<file path="src/hw/rtl/das_pkg.sv">
`timescale 1ns / 1ps
package das_pkg;

   localparam int DIR_MAX    = 16383;
   localparam int DIR_BITS   = 15;
   localparam int SQRT_STEPS = 17;

   localparam logic [4:0] TERM_XYZ_LAST = 5'd20;
   localparam logic [4:0] TERM_AY_FIRST = 5'd21;
   localparam logic [4:0] TERM_AY_LAST  = 5'd22;

   typedef enum logic [3:0] {
      ST_IDLE,
      ST_REDUCE,
      ST_MAC_MUL,
      ST_MAC_ACC,
      ST_CHECK,
      ST_SQRT,
      ST_NORM,
      ST_CORDIC,
      ST_FIN_ANGLE,
      ST_FIN_ROUND,
      ST_WRITE
   } das_state_type;

   typedef struct packed {
      logic       load;
      logic       win_wr;
      logic       win_shift;
      logic [1:0] win_idx;
      logic       reduce_step;
      logic       mac_mul;
      logic       mac_acc;
      logic [4:0] term;
      logic       set_degen;
      logic       sqrt_init;
      logic       sqrt_step;
      logic       norm_step;
      logic       cordic_init;
      logic       cordic_step;
      logic [4:0] cordic_idx;
      logic       fin_angle;
      logic       fin_round;
      logic       out_write;
   } das_cmd_type;

   typedef struct packed {
      logic reduce_done;
      logic degen;
      logic norm_done;
   } das_status_type;

   function automatic logic [21:0] das_atan(input logic [4:0] idx);
      logic [21:0] r;
      begin
         case (idx)
            5'd0:    r = 22'd2949120;
            5'd1:    r = 22'd1740967;
            5'd2:    r = 22'd919879;
            5'd3:    r = 22'd466945;
            5'd4:    r = 22'd234379;
            5'd5:    r = 22'd117304;
            5'd6:    r = 22'd58666;
            5'd7:    r = 22'd29335;
            5'd8:    r = 22'd14668;
            5'd9:    r = 22'd7334;
            5'd10:   r = 22'd3667;
            5'd11:   r = 22'd1833;
            5'd12:   r = 22'd917;
            5'd13:   r = 22'd458;
            5'd14:   r = 22'd229;
            5'd15:   r = 22'd115;
            5'd16:   r = 22'd57;
            5'd17:   r = 22'd29;
            5'd18:   r = 22'd14;
            5'd19:   r = 22'd7;
            5'd20:   r = 22'd4;
            5'd21:   r = 22'd2;
            5'd22:   r = 22'd1;
            default: r = 22'd0;
         endcase
         return r;
      end
   endfunction

endpackage

</file>
<file path="src/hw/rtl/das_control.sv">
`timescale 1ns / 1ps
module das_control
   import das_pkg::*;
#(
   parameter int ANGLE_ITERATIONS = 16
) (
   input  logic           clock,
   input  logic           reset,
   input  logic           req_valid,
   output logic           req_ready,
   input  logic           first_atom,
   output logic           rsp_valid,
   input  logic           rsp_ready,
   input  logic           csr_valid,
   output logic           csr_ready,
   input  logic [3:0]     csr_stride,
   input  das_status_type status,
   output das_cmd_type    cmd
);

   localparam int CNT_MAX = (ANGLE_ITERATIONS > SQRT_STEPS) ? ANGLE_ITERATIONS : SQRT_STEPS;
   localparam int CNT_W   = $clog2(CNT_MAX + 1);

   das_state_type    state_ff, state_in;
   logic [4:0]       term_ff, term_in;
   logic [CNT_W-1:0] iter_ff, iter_in;
   logic [1:0]       filled_ff, filled_in;
   logic [3:0]       phase_ff, phase_in;
   logic [3:0]       stride_ff;
   logic             rsp_valid_ff;

   logic       accept;
   logic [1:0] filled_eff;
   logic [3:0] phase_eff;
   logic [3:0] stride_eff;
   logic [4:0] phase_inc;
   logic [3:0] phase_next;

   assign req_ready  = (state_ff == ST_IDLE);
   assign accept     = req_valid && req_ready;
   assign csr_ready  = 1'b1;
   assign rsp_valid  = rsp_valid_ff;
   assign filled_eff = first_atom ? 2'd0 : filled_ff;
   assign phase_eff  = first_atom ? 4'd0 : phase_ff;
   assign stride_eff = (stride_ff == 4'd0) ? 4'd1 : stride_ff;
   assign phase_inc  = {1'b0, phase_eff} + 5'd1;
   assign phase_next = (phase_inc >= {1'b0, stride_eff}) ? 4'd0 : phase_inc[3:0];

   always_ff @(posedge clock) begin
      if (reset) begin
         state_ff     <= ST_IDLE;
         term_ff      <= '0;
         iter_ff      <= '0;
         filled_ff    <= '0;
         phase_ff     <= '0;
         stride_ff    <= 4'd1;
         rsp_valid_ff <= 1'b0;
      end else begin
         state_ff  <= state_in;
         term_ff   <= term_in;
         iter_ff   <= iter_in;
         filled_ff <= filled_in;
         phase_ff  <= phase_in;
         if (csr_valid) begin
            stride_ff <= csr_stride;
         end
         if (cmd.out_write) begin
            rsp_valid_ff <= 1'b1;
         end else if (rsp_ready) begin
            rsp_valid_ff <= 1'b0;
         end
      end
   end

   always_comb begin
      state_in        = state_ff;
      term_in         = term_ff;
      iter_in         = iter_ff;
      filled_in       = filled_ff;
      phase_in        = phase_ff;
      cmd             = '0;
      cmd.term        = term_ff;
      cmd.cordic_idx  = iter_ff[4:0];
      cmd.win_idx     = filled_eff;
      unique case (state_ff)
         ST_IDLE: begin
            if (accept) begin
               if (filled_eff == 2'd3) begin
                  cmd.win_shift = 1'b1;
                  filled_in     = filled_eff;
                  phase_in      = phase_next;
                  if (phase_eff == 4'd0) begin
                     cmd.load = 1'b1;
                     state_in = ST_REDUCE;
                  end
               end else begin
                  cmd.win_wr = 1'b1;
                  filled_in  = filled_eff + 2'd1;
                  phase_in   = phase_eff;
               end
            end
         end
         ST_REDUCE: begin
            if (status.reduce_done) begin
               term_in  = '0;
               state_in = ST_MAC_MUL;
            end else begin
               cmd.reduce_step = 1'b1;
            end
         end
         ST_MAC_MUL: begin
            cmd.mac_mul = 1'b1;
            state_in    = ST_MAC_ACC;
         end
         ST_MAC_ACC: begin
            cmd.mac_acc = 1'b1;
            if (term_ff == TERM_XYZ_LAST) begin
               state_in = ST_CHECK;
            end else if (term_ff == TERM_AY_LAST) begin
               state_in = ST_NORM;
            end else begin
               term_in  = term_ff + 5'd1;
               state_in = ST_MAC_MUL;
            end
         end
         ST_CHECK: begin
            if (status.degen) begin
               cmd.set_degen = 1'b1;
               state_in      = ST_WRITE;
            end else begin
               cmd.sqrt_init = 1'b1;
               iter_in       = '0;
               state_in      = ST_SQRT;
            end
         end
         ST_SQRT: begin
            cmd.sqrt_step = 1'b1;
            if (iter_ff == CNT_W'(SQRT_STEPS - 1)) begin
               term_in  = TERM_AY_FIRST;
               state_in = ST_MAC_MUL;
            end else begin
               iter_in = iter_ff + CNT_W'(1);
            end
         end
         ST_NORM: begin
            if (status.norm_done) begin
               cmd.cordic_init = 1'b1;
               iter_in         = '0;
               state_in        = ST_CORDIC;
            end else begin
               cmd.norm_step = 1'b1;
            end
         end
         ST_CORDIC: begin
            cmd.cordic_step = 1'b1;
            if (iter_ff == CNT_W'(ANGLE_ITERATIONS - 1)) begin
               state_in = ST_FIN_ANGLE;
            end else begin
               iter_in = iter_ff + CNT_W'(1);
            end
         end
         ST_FIN_ANGLE: begin
            cmd.fin_angle = 1'b1;
            state_in      = ST_FIN_ROUND;
         end
         ST_FIN_ROUND: begin
            cmd.fin_round = 1'b1;
            state_in      = ST_WRITE;
         end
         ST_WRITE: begin
            if (!rsp_valid_ff || rsp_ready) begin
               cmd.out_write = 1'b1;
               state_in      = ST_IDLE;
            end
         end
         default: begin
            state_in = ST_IDLE;
         end
      endcase
   end

endmodule

</file>
<file path="config.mk">
export PLATFORM = sky130hd
export DESIGN_NAME = das_control
export DESIGN_NICKNAME = d
export VERILOG_FILES = /design/src/hw/rtl/das_pkg.sv /design/src/hw/rtl/das_control.sv
export SDC_FILE = /design/constraint.sdc
export NUM_CORES = 1
export LEC_CHECK = 0
export CAP_MARGIN = 20
export CORE_MARGIN = 1
export CORE_UTILIZATION = 30
export CTS_CLUSTER_DIAMETER = 50
export DETAILED_ROUTE_END_ITERATION = 7
export DONT_BUFFER_PORTS = 1
export PLACE_DENSITY = 0.5
export SKIP_CTS_REPAIR_TIMING = 1
export SYNTH_ARGS = -nofsm -noshare
export SYNTH_HDL_FRONTEND = slang
export SYNTH_SLANG_ARGS = --single-unit
export TNS_END_PERCENT = 5
</file>
<file path="constraint.sdc">
create_clock -name clock -period 2.1 [get_ports clock]
set_input_delay 0.21 -clock clock [delete_from_list [all_inputs] [get_ports clock]]
set_output_delay 0.21 -clock clock [all_outputs]
set_load 0.01 [all_outputs]
</file>
# Word level (Yosys, flattened, before mapping)
# Index checks and enable logic that the tools add are counted.
# Widths: inputs -> output; s select.
# word_totals
register_bits	25
inputBits	13
output_inout_bits	30
wordCells	105
# classes
n_addsub	4
n_lt_le_gt_ge	1
n_eq_ne	28
n_mux	52
n_reduce_logical	13
# ops
op	count
$mux 4	13
$pmux 4 s11	1
$mux 5	8
$mux 1	20
$ne 2x2->1 const B	10
$pmux 5 s4	1
$eq 4x3->1 const B	4
$eq 5x5->1 const B	3
$pmux 5 s3	1
$eq 4x4->1 const B	3
$logic_not 4->1	3
$mux 3	4
$add 5x1->5 const B	2
$reduce_and 5->1	2
$eq 4x2->1 const B	2
$mux 2	4
$reduce_and 8->1	1
$ne 2x1->1 const B	3
$add 4x1->5 const B	1
$eq 5x4->1 const B	1
$ge 5x4->1	1
$eq 4x1->1 const B	1
$reduce_bool 4->1	1
$reduce_bool 3->1	1
other kinds (7)	7

# Depth between registers and ports, before layout
# logic_depth
word_depth	6
depth_mapped	9
mapped_depth_nobuf	8

# Worst setup path before layout
# OpenSTA, ideal clock, no wires.
# synth_timing
path_type	register to register
start	register phase_ff[1]
end	register phase_ff[0]
setup_ns	0.091
t_arrival_ns	1.921
required_time_ns	2.009
slack_ns	0.088
path_stages_with_launch	9
path_buffers	0
synth_period_minus_slack_ns	2.012
path_cell_list	dfxtp_1 -> nand2_1 -> xnor2_1 -> and2_1 -> ha_1 -> o21a_1 -> a2111oi_2 -> nor2_1 -> a311oi_1
# synth_between
elab_chain_len	5
# synth_rtl
item	line	text
start, declared	das_control.sv:28	logic [3:0] phase_ff, phase_in;
start signal, assigned	das_control.sv:63	phase_ff <= phase_in;
$mux 4	das_control.sv:44	assign phase_eff = first_atom ? 4'd0 : phase_ff;
$add 4x1->5	das_control.sv:46	assign phase_inc = {1'b0, phase_eff} + 5'd1;
$ge 5x4->1	das_control.sv:47	assign phase_next = (phase_inc >= {1'b0, stride_eff}) ? 4'd0 : phase_inc[3:0];
$mux 4	das_control.sv:47	
$mux 4	das_control.sv:88	if (filled_eff == 2'd3) begin
# No other way between the ends.
# A chain may end at the register's enable or synchronous reset.

# Worst setup path after layout
# layout_timing
start	register phase_ff[0]
end	register state_ff[2]
# layout_between
elab_chain_len	4
# layout_rtl
item	line	text
$mux 4	das_control.sv:44	
$logic_not 4->1	das_control.sv:92	if (phase_eff == 4'd0) begin
$ne 2x1->1 (no source line)	n/a	
$reduce_and 8->1 (no source line)	n/a	
end signal, assigned	das_control.sv:59	state_ff <= state_in;
end, declared	das_control.sv:24	das_state_type state_ff, state_in;
# No other way between the ends.

==> impl_metrics.ini <==
[route]
ant_nets = 0
wl_mm = 4.633
drc_errors = 0
drt_first_pass_iters = 4
vias_per_cell = 5.237
post_drt_wl_per_cell_um = 14.66
vias = 1655
drt_iter0_markers = 48

[critical_path]
path_class = flip-flop to flip-flop
arrival_ps = 2300
cp.required_ps = 2330
endpoint_kind = flip-flop
path_delay_family = simple AND/OR/NAND/NOR gates
crit_path_max_fanout = 7
worstPathCellList = buf_4 -> or4_4 -> o211ai_2 -> nand3_2 -> or4b_1 -> a21oi_2
path_buf_inv = 1
cp-start-kind = flip-flop
cpPeakStageDelay_ps = 520
crit_slowest_cell = or4_4

[synth]
syn_avg_cell_area_um2 = 7.984
yosysTopAreaCellShare = 0.2876
synth_top_area_cell = dfxtp_1
synth_area_um2 = 1740
ys_ff_latch = 25
synth_edf_count = 0
synthCells = 218
synth-main-ff-cell = dfxtp_1
ys_seq_area_frac = 0.2876
synthesis.nets = 241
yosys_warnings = 0
synth.area.top_cells = dfxtp_1 (29%), ha_1 (7.2%), a21oi_1 (4.9%)
netlist-cell-type-count = 55
async_flop_share = 0

[layout]
final_cell_mix = buf_4 (30), dfxtp_1 (18), nor2_1 (17)
nNetsFinal = 268
drive_gt1_frac = 0.2541
diodes = 0
nFillCells = 581
area_growth_pct = 24.23
layout_commonest_cell = buf_4

[global_route]
grt_pass1_wl_mm = 7.389
grt_use_met1 = 0.1934
use_met2 = 0.2509
top_usage_layer = met2
globalRouteOverflowTotal = 0
track_usage = 0.1510
grt_max_degree = 28
grt_use_met3 = 0.04302
grt_pass1_vias = 1526
antenna_found_initial = 0

[cts]
worstSkewPairLatency_ps = 280
cts.reportedPaths.clkPinSlew_ps = 110
cts_buffers = 3
cts-htree-levels = 1
clk_path_buf_depth = 2
clock_sinks = 25
cts-root-buf = clkbuf_8
cts_tree = yes

[status]
violations = hold timing
run_status = finished, violations left

[die]
placement_rows = 27
chipWidth_um = 78.17
core_area_um2 = 5540
ioPinCount = 43
dieArea_um2 = 6110
initial_core_util = 0.3141
die_h_um = 78.17

[worst_hold_path]
holdCritPathClass = primary input to flip-flop

[placed_design]
dp_hpwl_mm = 3.422
place.gp.congestion = 0.8086
io_buffers = 0

[pwr]
ir_drop_uv = 277.9
p_per_area_nw_per_um2 = 403.3
p_leak_uw = 0.0008415
power_uw = 872.1

[timing]
max_freq_mhz = 482.5
hold_viol = 13
grt_setup_unrepaired = true
fin_crit_ps = 2073
fin_crit_sh = 0.9869
whs_ps = -18.41
fin_worst_skew_ps = 11.36
tightest_slew_ps = 544.3
setup_viol = 0
slew_violations = 0
relSlewSlack = 0.6338

[job]
cap_violations = 0
## area by class of cell
cell class,count,area (µm²),area share
flip-flops and latches,25,511.7,0.2367
well taps,72,90.09,0.04167
clock inverters,1,5.005,0.002315
clock buffers,3,41.29,0.01910
inverters,18,67.56,0.03125
multi-input cells,162,1170,0.5411
repair buffers,35,276.5,0.1279
## registers in the layout, summed over array words and instances, names as in the netlist
signal	count
filled_ff	2
iter_ff	5
phase_ff	4
rsp_valid	1
state_ff	4
stride_ff	4
term_ff	5
## cell families after synthesis
kind of cell,after synthesis,synth area share
adders and majority gates,10,0.07189
muxes,5,0.03595
and+or+nand+nor,84,0.2789
DFF,25,0.2876
xor gates and xnor gates,3,0.01510
buffers and inverters,31,0.07548
AOI/OAI and AO/OA,59,0.2329
other,1,0.002155
## layer usage
metal / up-vias / share of wire
met1: 777 / 0.50
li1: 842 / -
met3: 4 / 0.047
met4: 0 / 0.0073
met2: 32 / 0.45
met5: - / 0
## power by group
part	total [µW]	switching, µW	internal [µW]
registers	487	6.24	481
logic	68.2	36.1	32.1
clock network	316	183	134
total	872	225	647
## worst paths after layout
| kind | startpoint | cells after the start | endpoint | slack [ps] |
|---|---|---|---|---|
| worst max-delay path | phase_ff[0] | 6 | state_ff[2] | 30 |
| worst min-delay path | reset | 1 | iter_ff[3] | -20 |
| worst max register to register | phase_ff[0] | 6 | state_ff[2] | 30 |
| worst min register to register | iter_ff[1] | 2 | iter_ff[1] | 510 |
## Yosys cell counts (3+ instances only)
cell,n
buf_2,3
a211oi_1,6
dfxtp_1,25
nor3b_1,3
mux2i_1,4
inv_1,18
nor2b_1,7
o21ai_0,10
o31ai_1,5
nand2b_1,6
clkbuf_1,8
nand3_1,6
nand2_1,16
nor3_1,3
ha_1,10
nor2_1,18
nor4_1,5
a311oi_1,4
and3_1,4
a21oi_1,17
## stage by stage
step                  util  setup WS (ps)  TNS (ps)  std cells  instance area, µm²
global route        0.3902         -48.13    -147.7        316                2162
finish              0.3902          27.44         0        316                2162
global placement    0.3582          30.63         0        306                1984
CTS                 0.3665         -77.78    -142.9        310                2031
detailed placement  0.3582         -47.59    -70.79        306                1984
floorplan                -          88.04         0        218                1740
Note: power is estimated with default switching activity, not from simulation.
